===== src/rtl/des_ks_pkg.sv =====
// shared types, tables and bit functions of the des key schedule
package des_ks_pkg;

  localparam int KEY_W   = 64;
  localparam int CD_W    = 56;
  localparam int HALF_W  = 28;
  localparam int SK_W    = 48;
  localparam int RND_W   = 4;
  localparam int ROUNDS  = 16;

  localparam logic [RND_W-1:0] LAST_RND = RND_W'(ROUNDS - 1);

  // rounds that rotate by one place; all others rotate by two
  localparam logic [RND_W-1:0] RND_ONE_A = 4'd0;
  localparam logic [RND_W-1:0] RND_ONE_B = 4'd1;
  localparam logic [RND_W-1:0] RND_ONE_C = 4'd8;
  localparam logic [RND_W-1:0] RND_ONE_D = 4'd15;

  typedef logic [7:0] tab_entry_t;

  localparam tab_entry_t PC1_TAB [CD_W] = '{
    8'd57, 8'd49, 8'd41, 8'd33, 8'd25, 8'd17, 8'd9,  8'd1,  8'd58, 8'd50, 8'd42, 8'd34,
    8'd26, 8'd18, 8'd10, 8'd2,  8'd59, 8'd51, 8'd43, 8'd35, 8'd27, 8'd19, 8'd11, 8'd3,
    8'd60, 8'd52, 8'd44, 8'd36, 8'd63, 8'd55, 8'd47, 8'd39, 8'd31, 8'd23, 8'd15, 8'd7,
    8'd62, 8'd54, 8'd46, 8'd38, 8'd30, 8'd22, 8'd14, 8'd6,  8'd61, 8'd53, 8'd45, 8'd37,
    8'd29, 8'd21, 8'd13, 8'd5,  8'd28, 8'd20, 8'd12, 8'd4
  };

  localparam tab_entry_t PC2_TAB [SK_W] = '{
    8'd14, 8'd17, 8'd11, 8'd24, 8'd1,  8'd5,  8'd3,  8'd28, 8'd15, 8'd6,  8'd21, 8'd10,
    8'd23, 8'd19, 8'd12, 8'd4,  8'd26, 8'd8,  8'd16, 8'd7,  8'd27, 8'd20, 8'd13, 8'd2,
    8'd41, 8'd52, 8'd31, 8'd37, 8'd47, 8'd55, 8'd30, 8'd40, 8'd51, 8'd45, 8'd33, 8'd48,
    8'd44, 8'd49, 8'd39, 8'd56, 8'd34, 8'd53, 8'd46, 8'd42, 8'd50, 8'd36, 8'd29, 8'd32
  };

  // queue fill status seen by both sides
  typedef struct packed {
    logic not_empty;
    logic full;
  } q_stat_t;

  // pc-1: pure wiring, bit 1 of the standard numbering is the msb
  function automatic logic [CD_W-1:0] pc1(input logic [KEY_W-1:0] k);
    logic [CD_W-1:0] r;
    r = '0;
    for (int i = 0; i < CD_W; i++) begin
      r[CD_W-1-i] = k[KEY_W - int'(PC1_TAB[i])];
    end
    return r;
  endfunction

  // pc-2: pure wiring
  function automatic logic [SK_W-1:0] pc2(input logic [CD_W-1:0] cd);
    logic [SK_W-1:0] r;
    r = '0;
    for (int i = 0; i < SK_W; i++) begin
      r[SK_W-1-i] = cd[CD_W - int'(PC2_TAB[i])];
    end
    return r;
  endfunction

  function automatic logic shift_two(input logic [RND_W-1:0] rnd);
    return (rnd != RND_ONE_A) && (rnd != RND_ONE_B) &&
           (rnd != RND_ONE_C) && (rnd != RND_ONE_D);
  endfunction

  // rotate both halves left by one or two places
  function automatic logic [CD_W-1:0] rot_cd(input logic [CD_W-1:0] cd, input logic two);
    logic [HALF_W-1:0] c;
    logic [HALF_W-1:0] d;
    c = cd[CD_W-1:HALF_W];
    d = cd[HALF_W-1:0];
    if (two) begin
      return {c[HALF_W-3:0], c[HALF_W-1:HALF_W-2], d[HALF_W-3:0], d[HALF_W-1:HALF_W-2]};
    end
    return {c[HALF_W-2:0], c[HALF_W-1], d[HALF_W-2:0], d[HALF_W-1]};
  endfunction

endpackage


===== src/rtl/des_key_schedule_top.sv =====
// top level of the des key schedule: front, key queue and subkey back end
// One key word in gives sixteen subkey words out, in round order, one per clock
// while the output is not stalled; the back end does one rotate plus pc-2 per
// round and takes the next key from the queue once the current key's last round
// is done, so rounds of consecutive keys follow with no gap. The front applies
// pc-1 and holds one key; the queue holds up to QUEUE_DEPTH more, so a burst of
// QUEUE_DEPTH+2 keys is taken before key_stall rises. An empty block registers
// a key in the front and the queue before its first subkey. Parity bits are ignored.
module des_key_schedule_top #(
  parameter int QUEUE_DEPTH = 2
) (
  input  logic                            clk,
  input  logic                            rst,
  // key channel
  input  logic                            key_valid,
  output logic                            key_stall,
  input  logic [des_ks_pkg::KEY_W-1:0]    key,
  // subkey channel
  output logic                            sk_valid,
  input  logic                            sk_stall,
  output logic [des_ks_pkg::SK_W-1:0]     subkey,
  output logic [des_ks_pkg::RND_W-1:0]    round_index,
  output logic                            last
);

  des_ks_pkg::q_stat_t           q_stat;
  logic                          push;
  logic [des_ks_pkg::CD_W-1:0]   push_cd;
  logic                          pop;
  logic [des_ks_pkg::CD_W-1:0]   head_cd;

  // front: pc-1 into a one-word holding register
  des_ks_front u_front (
    .clk       (clk),
    .rst       (rst),
    .key_valid (key_valid),
    .key_stall (key_stall),
    .key       (key),
    .q_stat    (q_stat),
    .push      (push),
    .push_cd   (push_cd)
  );

  // decouples key intake from the sixteen-round sequence
  des_ks_queue #(
    .DEPTH (QUEUE_DEPTH)
  ) u_queue (
    .clk     (clk),
    .rst     (rst),
    .push    (push),
    .push_cd (push_cd),
    .pop     (pop),
    .head_cd (head_cd),
    .q_stat  (q_stat)
  );

  // back: round counter, c/d rotation and registered pc-2 output
  des_ks_back u_back (
    .clk         (clk),
    .rst         (rst),
    .q_stat      (q_stat),
    .head_cd     (head_cd),
    .pop         (pop),
    .sk_valid    (sk_valid),
    .sk_stall    (sk_stall),
    .subkey      (subkey),
    .round_index (round_index),
    .last        (last)
  );

endmodule


===== src/rtl/des_ks_front.sv =====
// front stage: takes a key word, applies pc-1 and hands the c/d pair to the queue
module des_ks_front (
  input  logic                            clk,
  input  logic                            rst,
  input  logic                            key_valid,
  output logic                            key_stall,
  input  logic [des_ks_pkg::KEY_W-1:0]    key,
  input  des_ks_pkg::q_stat_t             q_stat,
  output logic                            push,
  output logic [des_ks_pkg::CD_W-1:0]     push_cd
);

  logic                          fr_valid;
  logic [des_ks_pkg::CD_W-1:0]   fr_cd;

  assign push      = fr_valid && !q_stat.full;
  assign key_stall = fr_valid && q_stat.full;
  assign push_cd   = fr_cd;

  always_ff @(posedge clk) begin
    if (rst) begin
      fr_valid <= 1'b0;
    end else if (key_valid && !key_stall) begin
      fr_valid <= 1'b1;
    end else if (push) begin
      fr_valid <= 1'b0;
    end
  end

  always_ff @(posedge clk) begin
    if (key_valid && !key_stall) begin
      fr_cd <= des_ks_pkg::pc1(key);
    end
  end

endmodule


===== src/rtl/des_ks_queue.sv =====
// small fifo of permuted key halves between front and back
module des_ks_queue #(
  parameter int DEPTH = 2
) (
  input  logic                            clk,
  input  logic                            rst,
  input  logic                            push,
  input  logic [des_ks_pkg::CD_W-1:0]     push_cd,
  input  logic                            pop,
  output logic [des_ks_pkg::CD_W-1:0]     head_cd,
  output des_ks_pkg::q_stat_t             q_stat
);

  localparam int PTR_W = (DEPTH > 1) ? $clog2(DEPTH) : 1;
  localparam int CNT_W = $clog2(DEPTH + 1);

  logic [des_ks_pkg::CD_W-1:0] entries [DEPTH];
  logic [PTR_W-1:0]            wr_ptr;
  logic [PTR_W-1:0]            rd_ptr;
  logic [CNT_W-1:0]            count;

  assign head_cd          = entries[rd_ptr];
  assign q_stat.not_empty = (count != '0);
  assign q_stat.full      = (count == CNT_W'(DEPTH));

  always_ff @(posedge clk) begin
    if (rst) begin
      wr_ptr <= '0;
      rd_ptr <= '0;
      count  <= '0;
    end else begin
      if (push) begin
        wr_ptr <= (wr_ptr == PTR_W'(DEPTH - 1)) ? '0 : wr_ptr + 1'b1;
      end
      if (pop) begin
        rd_ptr <= (rd_ptr == PTR_W'(DEPTH - 1)) ? '0 : rd_ptr + 1'b1;
      end
      if (push && !pop) begin
        count <= count + 1'b1;
      end else if (pop && !push) begin
        count <= count - 1'b1;
      end
    end
  end

  always_ff @(posedge clk) begin
    if (push) begin
      entries[wr_ptr] <= push_cd;
    end
  end

endmodule


===== src/rtl/des_ks_back.sv =====
// back stage: rotates c/d once per word and drives the pc-2 subkey register
module des_ks_back (
  input  logic                            clk,
  input  logic                            rst,
  input  des_ks_pkg::q_stat_t             q_stat,
  input  logic [des_ks_pkg::CD_W-1:0]     head_cd,
  output logic                            pop,
  output logic                            sk_valid,
  input  logic                            sk_stall,
  output logic [des_ks_pkg::SK_W-1:0]     subkey,
  output logic [des_ks_pkg::RND_W-1:0]    round_index,
  output logic                            last
);

  logic                           active;
  logic [des_ks_pkg::CD_W-1:0]    cd;
  logic [des_ks_pkg::RND_W-1:0]   rnd;

  logic                           out_free;
  logic                           step;
  logic [des_ks_pkg::CD_W-1:0]    src_cd;
  logic [des_ks_pkg::RND_W-1:0]   src_rnd;
  logic [des_ks_pkg::CD_W-1:0]    cd_next;
  logic                           is_last;

  assign out_free = !sk_valid || !sk_stall;
  assign step     = out_free && (active || q_stat.not_empty);
  assign pop      = out_free && !active && q_stat.not_empty;
  assign src_cd   = active ? cd : head_cd;
  assign src_rnd  = active ? rnd : '0;
  assign cd_next  = des_ks_pkg::rot_cd(src_cd, des_ks_pkg::shift_two(src_rnd));
  assign is_last  = (src_rnd == des_ks_pkg::LAST_RND);

  always_ff @(posedge clk) begin
    if (rst) begin
      active   <= 1'b0;
      sk_valid <= 1'b0;
    end else begin
      if (out_free) begin
        sk_valid <= step;
      end
      if (step) begin
        active <= !is_last;
      end
    end
  end

  always_ff @(posedge clk) begin
    if (step) begin
      cd          <= cd_next;
      rnd         <= src_rnd + 1'b1;
      subkey      <= des_ks_pkg::pc2(cd_next);
      round_index <= src_rnd;
      last        <= is_last;
    end
  end

endmodule


===== config.mk =====
export PLATFORM = sky130hd
export DESIGN_NAME = des_key_schedule_top
export DESIGN_NICKNAME = d
export VERILOG_FILES = /design/src/rtl/des_ks_pkg.sv /design/src/rtl/des_key_schedule_top.sv /design/src/rtl/des_ks_front.sv /design/src/rtl/des_ks_queue.sv /design/src/rtl/des_ks_back.sv
export SDC_FILE = /design/constraint.sdc
export NUM_CORES = 1
export LEC_CHECK = 0
export BUFFER_PORTS_ARGS = -buffer_cell sky130_fd_sc_hd__buf_4
export CAP_MARGIN = 15
export CORE_ASPECT_RATIO = 1.25
export CORE_MARGIN = 4
export CORE_UTILIZATION = 40
export CTS_BUF_LIST = sky130_fd_sc_hd__clkbuf_4
export DETAILED_ROUTE_END_ITERATION = 7
export GPL_TIMING_DRIVEN = 0
export PLACE_DENSITY_LB_ADDON = 0.05
export SKIP_CTS_REPAIR_TIMING = 1
export SLEW_MARGIN = 20
export SYNTH_ARGS = -nofsm -noshare
export SYNTH_HDL_FRONTEND = slang
export SYNTH_SLANG_ARGS = --single-unit

===== constraint.sdc =====
create_clock -name clk -period 9.6 [get_ports clk]
set_input_delay 1.92 -clock clk [delete_from_list [all_inputs] [get_ports clk]]
set_output_delay 1.92 -clock clk [all_outputs]
set_load 0.01 [all_outputs]

Word-level counts from Yosys, hierarchy flattened. Memories as Yosys holds them, arrays and structs flattened. A register that Yosys moved wholly into a read port is not among the register bits. Cells that the tools add are included.

Flip-flop bits (word level): 176. Latch bits: 0. Memory bits (writable): 112. Memory bits (read-only): 0. Input bits: 68. Output and inout bits: 55. Logic and storage cells: 63. Memories kept: 1.

Memories: u_queue.entries (words 2, bits a word 56, read ports 1, clocked after Yosys merged registers in 1, write ports 1, line des_ks_queue.sv:17) `logic [des_ks_pkg::CD_W-1:0] entries [DEPTH];`.

Add/sub/neg operators: 5. Multiply operators: 0. Div/mod/pow operators: 0. $lt $le $gt $ge: 0. Equality and inequality tests: 5. Shift operators: 0. Mux-type cells: 15. Bitwise operators: 0. Reductions and logical operators: 25.

Operator list (count): 56-bit 2-to-1 mux (3); 1-bit logical AND (11); 1-bit 2-to-1 mux (9); 1-bit logical NOT (8); 4-bit inequality test (second input constant) (2); 2-bit nonzero test (3); 4-bit by 1-bit adder with 4-bit output (second input constant) (1); 4-bit == test (second input constant) (1); 2-bit 2-to-1 mux (2); 4-bit 2-to-1 mux (1); 4-bit by 1-bit inequality test with 1-bit output (second input constant) (1); 4-bit nonzero test (1); 1-bit adder (second input constant) (2); 2-bit by 1-bit adder with 2-bit output (second input constant) (1); 2-bit == test (second input constant) (1); 1-bit logical OR (2); 2-bit by 1-bit subtractor with 2-bit output (second input constant) (1).

Logic depth before layout (Yosys ltp). Gate-level depths: netlist (run 1).

Depth after elaboration: 7. Gate-level depth with buffers: 9. Mapped depth without buffers: 6.

Cells and area by module. Synthesis (run 1) repeated with hierarchy kept, for this count alone.

Cells, all modules: 469. Area total of the unflattened synthesis: 9943.3 sq um.

Modules (own cells, without submodules): des_ks_queue (times used 1, cells each 196, area an instance 4261.6 sq um, seq. area each 3463.3 sq um); des_ks_back (times used 1, cells each 211, area an instance 3945.0 sq um, seq. area each 1991.9 sq um); des_ks_front (times used 1, cells each 62, area an instance 1736.7 sq um, seq. area each 1701.6 sq um).

Least setup slack after synthesis (run 1). No wires, ideal clock.

Path type: input-to-reg. Start: input port sk_stall. End: register u_back.cd[0] (netlist bit) (enable). Library setup time: 509 ps. Arrival time: 5099 ps. Data required time: 9091 ps. Path slack: 3992 ps. Stages: 1. Buffers on the path: 0. Cells stage by stage: a21oi_1.

Longest elaborated chain between the ends: 3.

Ends and longest elaborated chain: start, declared (line des_key_schedule_top.sv:20) `input logic sk_stall,`; 1-bit logical NOT (line des_ks_back.sv:26) `assign out_free = !sk_valid || !sk_stall;`; 1-bit logical OR (line des_ks_back.sv:26); 1-bit logical AND (line des_ks_back.sv:27) `assign step = out_free && (active || q_stat.not_empty);`; end signal, assigned (line des_ks_back.sv:50) `cd <= cd_next;`; end, declared (line des_ks_back.sv:16) `logic [des_ks_pkg::CD_W-1:0] cd;`.

Every way passes these cells. A chain may end at the register's enable or synchronous reset.

Worst setup path after layout (run 1).
Start: register u_queue.count[0]. End: output port key_stall.

Longest elaborated chain between the ends: 2.

Ends and longest elaborated chain: start, declared (line des_ks_queue.sv:20) `logic [CNT_W-1:0] count;`; start signal, assigned (line des_ks_queue.sv:39) `count <= count + 1'b1;`; start signal, assigned (line des_ks_queue.sv:41) `count <= count - 1'b1;`; 2-bit == test (line des_ks_queue.sv:24) `assign q_stat.full = (count == CNT_W'(DEPTH));`; 1-bit logical AND (line des_ks_front.sv:17) `assign key_stall = fr_valid && q_stat.full;`; end, declared (line des_key_schedule_top.sv:16) `output logic key_stall,`.

Every way passes these cells.

==> results of run 1 <==
[path summary, 6_finish.rpt]
check,startpoint,depth (start not counted),endpoint
min reg2reg,u_front.push_cd[10],0,u_queue.entries[0][10]
max reg2reg,u_back.active,9,u_back.cd[37]
min,u_front.push_cd[10],0,u_queue.entries[0][10]
max,u_queue.count[0],3,key_stall
[through the flow]
step / hold WS [ns] / utilization (%) / area [µm²] / setup slack, ns
2_1_floorplan: 0.421 / - / 9780 / 3.99
3_3_place_gp: 0.423 / 46.2 / 11000 / 1.93
3_5_place_dp: 0.431 / 47.1 / 11200 / 6.13
4_1_cts: 0.440 / 50.0 / 11900 / 5.97
5_1_grt: 0.454 / 50.0 / 11900 / 5.88
6_report: 0.439 / 50.0 / 11900 / 6.04
[cell usage in the layout (no fill, tap or decap), types with 3 or more instances in the layout]
cell	synthesis	final
clkbuf_4	0	90
ha_1	4	4
a21oi_1	6	5
inv_1	5	4
buf_6	5	5
nor2_1	4	4
clkinv_1	0	5
mux2_1	3	3
buf_8	4	4
nand2_1	3	3
edfxtp_1	233	233
buf_4	51	164
and2_1	4	4
dfxtp_1	8	8
mux2i_1	112	112
buf_2	6	6
buf_16	0	6
mux2_2	53	53
[per-layer routing]
| layer | vias up | wire (µm) | global-route usage (%) |
|---|---|---|---|
| met5 | - | 0 | 0 |
| met4 | 0 | 580 | 5.88 |
| met3 | 55 | 1010 | 3.53 |
| met2 | 141 | 9630 | 24.5 |
| met1 | 2452 | 7510 | 16.3 |
| li1 | 2376 | - | - |
[cell usage after synthesis (all sizes together) (3+ instances only)]
library cell / n / area share (%)
mux2i: 112 / 11
inv: 5 / 0.19
and2: 4 / 0.26
dfxtp: 8 / 1.6
nand2: 3 / 0.12
ha: 4 / 0.51
a21oi: 6 / 0.31
buf: 67 / 5.5
mux2: 56 / 6.4
edfxtp: 233 / 72
nor2: 4 / 0.15
[worst register-to-register path, cell delays in order (launching register included)]
cell,delay [ns]
dfxtp_1,0.39
clkbuf_1,0.48
and2_1,0.29
inv_1,0.08
ha_1,0.18
or2_1,0.23
a31oi_2,0.26
buf_6,0.24
buf_8,0.19
mux2i_1,0.21
[layout make-up]
cell class / instances / area [µm²]
clock inverters: 7 / 26.3
inverters: 5 / 21.3
diodes: 1 / 2.50
clock buffers: 90 / 676
well taps: 325 / 407
plain buffers: 69 / 541
multi-input cells: 213 / 2090
flip-flops and latches: 241 / 7160
fillers: 2063 / 11900
repair buffers: 120 / 1030
[state kept, by name, indices dropped and copies added, names as in the netlist, 2 cells and up, named ones only]
signal,flops
u_queue.entries,112
u_front.push_cd,56
u_back.cd,55
u_back.rnd,4
u_back.round_index,4
u_queue.count,2
[logic make-up after synthesis]
kind of cell	count (synthesis)
buf+inv	74
mux	168
flops	241
simple gates	24
compound gates	13
fa+ha+maj	4
xor+xnor	4
[report_power, final]
part           switching [µW]  leakage (µW)  internal, µW
clock network             383      0.000430           419
registers                 106       0.00227          1510
logic                     692       0.00176           744
==> key figures, run 1 <==
Outcome
  – Outcome: complete, no violations

Finish
  – Final #Nets: 783
  – Fraction of layout instances using a drive strength above 1: 45.2%
  – Layout area overhead: 22.2%
  – Non-filler instance count after layout: 1071

Die
  – Boundary Pins: 123
  – Core Rows: 63
  – Initial Utilization: 40.9%
  – Die Height: 183 µm
  – Die ar.: 0.0270 mm²
  – Die Wd: 148 µm
  – Core Footprint: 0.0239 mm²

Critical path
  – CP Cell Sequence: clkbuf_1, and3b_1, buf_4
  – Worst setup SP type: flip-flop
  – Critical path capture point type: output port
  – Max Fanout on Critical Path: 7
  – Setup CP Type: reg2out
  – Crit-path max cell delay: 0.31 ns
  – R2R setup slack: 6.90 ns
  – Data required time of the worst path: 7.68 ns
  – WP data arrival: 1.64 ns
  – CP top delay family: buffers and inverters
  – Max stage delay cell, worst path: dfxtp_1
  – Worst Path Buf+Inv: 2

Routing
  – DR vias/cell: 4.69
  – Post-detailed-route wirelength per cell: 17.5 µm
  – Vias: 5024
  – DRC: 0
  – Final WL: 18700 µm
  – Initial drt markers: 173
  – DR pass1 iterations: 4
  – Post-DRT Antenna Nets: 0

Logic synthesis
  – Complex-gate fraction of the synthesized area: 0.896%
  – Synth Warn #: 0
  – Post-synthesis mux area share: 17.9%
  – Combinational family with the most area after synthesis: multiplexers
  – Adder-cell share of the synthesized area: 0.512%
  – Post-synthesis sequential area ratio: 73.2%
  – EDFF count, synth: 233
  – Syn_area_per_cell: 18.5 µm²
  – Most used flip-flop cell after synthesis: edfxtp_1
  – Synth async-reset ratio: 0%
  – Mapped Area: 0.00978 mm²
  – Area share of and/or/nand/nor cells after synthesis: 1.41%
  – Post-Syn Nets: 600
  – Register bit total from synthesis: 241
  – Post-Syn Instances: 528
  – XOR/XNOR Fraction of Synth Area: 0.358%
  – Distinct cells, synth: 35

STA
  – Final period util: 37.1%
  – Max-Slew Margin vs Limit: 50.9%
  – Max Clock Skew: 0.0180 ns
  – Setup violations, final: 0
  – Slew Limit Fails: 0
  – Fin. Hold Viols: 0
  – RSZ-0062 raised after global routing: no
  – Least-Margin Pin Slew: 0.735 ns
  – Final setup TNS: 0 ns
  – Maximum clock rate: 281 MHz
  – Fin crit period: 3.56 ns

Placed design
  – RePlAce Congestion: 0.725
  – IO Port Bufs: 113
  – Inst Count DP: 973
  – Detail Placement HPWL: 12000 µm

Run
  – Max cap viols: 0

Clock network
  – CTS tree: done
  – Clk_lat worst skew: 0.66 ns
  – Sink Count: 241
  – CTS buffer count: 61
  – Worst-path clk slew: 0.06 ns
  – # H-tree levels: 2
  – CTS root buf: clkbuf_4
  – Clock Tree Buf Depth: 3

Power and ir drop
  – Worst IR Drop VDD: 146 µV
  – P_leak: 0.00445 µW
  – Power per cell area: 323 mW/mm²
  – Pwr Total: 3850 µW

Global route
  – Global-route wire length before repair: 29300 µm
  – Grt ovf: 0
  – Vias in the first global route: 5653
  – Largest net degree at the start of global routing: 38
  – Antenna violations before repair: 1
  – GRT Total Usage: 13.9%

Min path
  – Hold Path Class: reg2reg
(Power assumes the default switching activity.)
==> inputs of run 2 (changes only) <==
--- a/config.mk
+++ b/config.mk
@@ -5,6 +5,7 @@
 export SDC_FILE = /design/constraint.sdc
 export NUM_CORES = 1
 export LEC_CHECK = 0
+export ABC_AREA = 1
 export BUFFER_PORTS_ARGS = -buffer_cell sky130_fd_sc_hd__buf_4
 export CAP_MARGIN = 15
 export CORE_ASPECT_RATIO = 1.25
==> constraint.sdc (replaced) <==
create_clock -name clk -period 3.1 [get_ports clk]
set_input_delay 0.62 -clock clk [delete_from_list [all_inputs] [get_ports clk]]
set_output_delay 0.62 -clock clk [all_outputs]
set_load 0.01 [all_outputs]
==> run 2 against run 1 <==
Net effect:
- flip-flop and latch count unchanged
- sequential power grew to 3.1 times the previous value
- clock-buffer cell count up 10
- wire length increased by 20%
- combinational power grew to 3.5 times the previous value
- register-to-register slack worse by 6.3 ns
- largest cell class unchanged
- design area increased by 6.7%
==> key figures, run 2 <==
Routing
  – Vias: 6931 (+38%)
  – Final WL: 22500 µm (+20%)
  – Post-DRT Antenna Nets: 0 (unchanged)
  – DRC: 0 (unchanged)
  – DR vias/cell: 4.51 (-3.8%)
  – DR pass1 iterations: 5 (+1)
  – Post-detailed-route wirelength per cell: 14.7 µm (-16%)
  – Initial drt markers: 248 (+43%)

Power and ir drop
  – P_leak: 0.00586 µW (+32%)
  – Power per cell area: 1000 mW/mm² (+210%)
  – Internal power: 8330 µW (+210%)
  – Net load switching power: 4480 µW (+280%)
  – Combinational share of power: 39.3% (+2.1 points)
  – Seq pwr share: 39.6% (-2.3 points)
  – Pwr Total: 12800 µW (+230%)
  – Sw frac: 35.0% (+4.4 points)
  – Clock power frac: 21.1% (+0.3 points)
  – Worst IR Drop VDD: 350 µV (+140%)

Die
  – Die ar.: 0.0286 mm² (+5.7%)
  – Die Height: 188 µm (+2.8%)
  – Core Footprint: 0.0254 mm² (+6.2%)
  – Core Rows: 65 (+3.2%)
  – Die Wd: 152 µm (+2.8%)
  – Initial Utilization: 40.9% (-0.077 points)
  – Boundary Pins: 123 (unchanged)

Logic synthesis
  – Synth async-reset ratio: 0% (unchanged)
  – Register bit total from synthesis: 241 (unchanged)
  – Distinct cells, synth: 21 (-40%)
  – EDFF count, synth: 233 (unchanged)
  – Synth area leader: edfxtp_1
  – Synth top area share: 67.5% (-4.1 points)
  – Synth top cells by count: nand2_1, edfxtp_1, inv_1, nand3_1, buf_4
  – Synth Warn #: 0 (unchanged)
  – Post-Syn Instances: 961 (+82%)
  – Count leader, synth: nand2_1
  – Most used flip-flop cell after synthesis: edfxtp_1
  – Mapped Area: 0.0104 mm² (+6.0%)
  – Post-Syn Nets: 1033 (+72%)
  – Post-synthesis sequential area ratio: 69.0% (-4.2 points)
  – Synth area leaders: edfxtp_1, nand2_1, nand3_1
  – Syn_area_per_cell: 10.8 µm² (-42%)

Clock network
  – Clock Tree Buf Depth: 3 (unchanged)
  – CTS tree: done
  – CTS buffer count: 61 (unchanged)
  – # H-tree levels: 2 (unchanged)
  – Worst-path clk slew: 0.07 ns (about the same)
  – Sink Count: 241 (unchanged)
  – CTS root buf: clkbuf_4
  – Clk_lat worst skew: 0.67 ns (about the same)

Critical path
  – Data required time of the worst path: 3.52 ns (-4.16 ns)
  – Setup CP Type: reg2reg
  – Worst setup SP type: flip-flop
  – Max Fanout on Critical Path: 10 (+3)
  – WP data arrival: 2.89 ns (+1.25 ns)
  – Critical path capture point type: flip-flop

Finish
  – Commonest non-fill, non-tap cell in the layout: nand2_1
  – Fraction of layout instances using a drive strength above 1: 26.5% (-19 points)
  – Non-filler instance count after layout: 1536 (+43%)
  – Max FFs per register: 112 (unchanged)
  – Layout area overhead: 23.0%
  – Most frequent cells in the layout: nand2_1, edfxtp_1, buf_4
  – Biggest register: u_queue.entries
  – Final #Nets: 1220 (+56%)

Global route
  – Largest net degree at the start of global routing: 32 (-16%)
  – Global-route wire length before repair: 35900 µm (+23%)
  – GRT Total Usage: 15.7% (+1.8 points)
  – Vias in the first global route: 7057 (+25%)
  – Grt ovf: 0 (unchanged)
  – Antenna violations before repair: 1 (unchanged)

STA
  – Fin crit period: 2.47 ns
  – Max-Slew Margin vs Limit: 53.4% (+2.5 points)
  – Least-Margin Pin Slew: 0.697 ns (-0.0382 ns)
  – Hold slack: 0.120 ns (-0.319 ns)
  – Final period util: 79.6%
  – Max Clock Skew: 0.0243 ns (+0.00628 ns)
  – RSZ-0062 raised after global routing: no
  – Slew Limit Fails: 0 (unchanged)
  – Maximum clock rate: 405 MHz
  – Fin. Hold Viols: 0 (unchanged)
  – Setup violations, final: 0 (unchanged)

Placed design
  – IO Port Bufs: 114 (+0.88%)
  – Inst Count DP: 1420 (+46%)
  – RePlAce Congestion: 0.758 (+4.6%)
  – Detail Placement HPWL: 15400 µm (+29%)

Min path
  – Hold Path Class: in2reg

Outcome
  – Outcome: complete, no violations

Run
  – Max cap viols: 0 (unchanged)
## run 2: cell types whose count changed after synthesis, sizes merged, moves of 15 or more
cell and delta:
inv +128, buf +15, nand2 +353, mux2i -112, mux2 -56, nand3 +115
## run 2: metal layers
metal / track usage [%] / vias up / share of wire [%]
met3: 4.09 / 44 / 5.8
met5: 0 / - / 0
li1: - / 3493 / -
met1: 18.3 / 3226 / 41
met4: 4.88 / 0 / 1.8
met2: 28.3 / 168 / 52
## run 2: final cells by class
type                    count  area (µm²)
repair buffers            124        1120
plain buffers              91         622
clock inverters            15        56.3
inverters                 133         502
clock buffers             100         751
fillers                  2435       12600
diodes                      1        2.50
well taps                 335         419
flip-flops and latches    241        7160
multi-input cells         496        2120
## run 2: power groups by stage
stage          Combinational, µW  Sequential [µW]  Clock (µW)
3_3_place_gp                4760             5210           0
6_report                    5040             5080        2700
4_1_cts                     5130             5090        2830
5_1_grt                     5660             5160        3000
3_5_place_dp                5110             5150           0
2_1_floorplan               3250             5070           0
## run 2: through the flow
step                      setup WS [ns]  utilization (%)  TNS (ns)  cell area (µm²)
after floorplan                   0.104                -         0            10400
after global placement            -1.18             45.9   -169.91            11700
after detailed placement          0.548             47.1         0            11900
after CTS                         0.554             50.2         0            12700
after global routing              0.365             50.2         0            12700
final                             0.632             50.2         0            12700
## run 2: cell families after synthesis
family / after synthesis / synth area share [%]
AOI/OAI and AO/OA: 10 / 0.507
DFF: 241 / 69.0
and+or+nand+nor: 480 / 19.0
xor gates and xnor gates: 2 / 0.169
adders and majority gates: 4 / 0.483
buffers and inverters: 224 / 10.8
## run 2: path summary, 6_finish.rpt
check	startpoint	endpoint	slack (ns)	cells past startpoint
worst max-delay path	u_back.active	u_back.cd[48]	0.63	12
worst min-delay path	key[13]	u_front.push_cd[38]	0.12	1
worst max register to register	u_back.active	u_back.cd[48]	0.63	12
worst min register to register	u_front.push_cd[37]	u_queue.entries[0][37]	0.43	0
## run 2: worst max-delay path, cell delays in order, from the launching register on
cell,delay [ns]
dfxtp_1,0.30
buf_4,0.18
clkbuf_1,0.43
nand2_1,0.18
inv_1,0.14
ha_1,0.20
nand2_1,0.06
inv_1,0.06
nand2_2,0.11
buf_4,0.22
buf_4,0.19
nand3_1,0.09
nand2_1,0.07
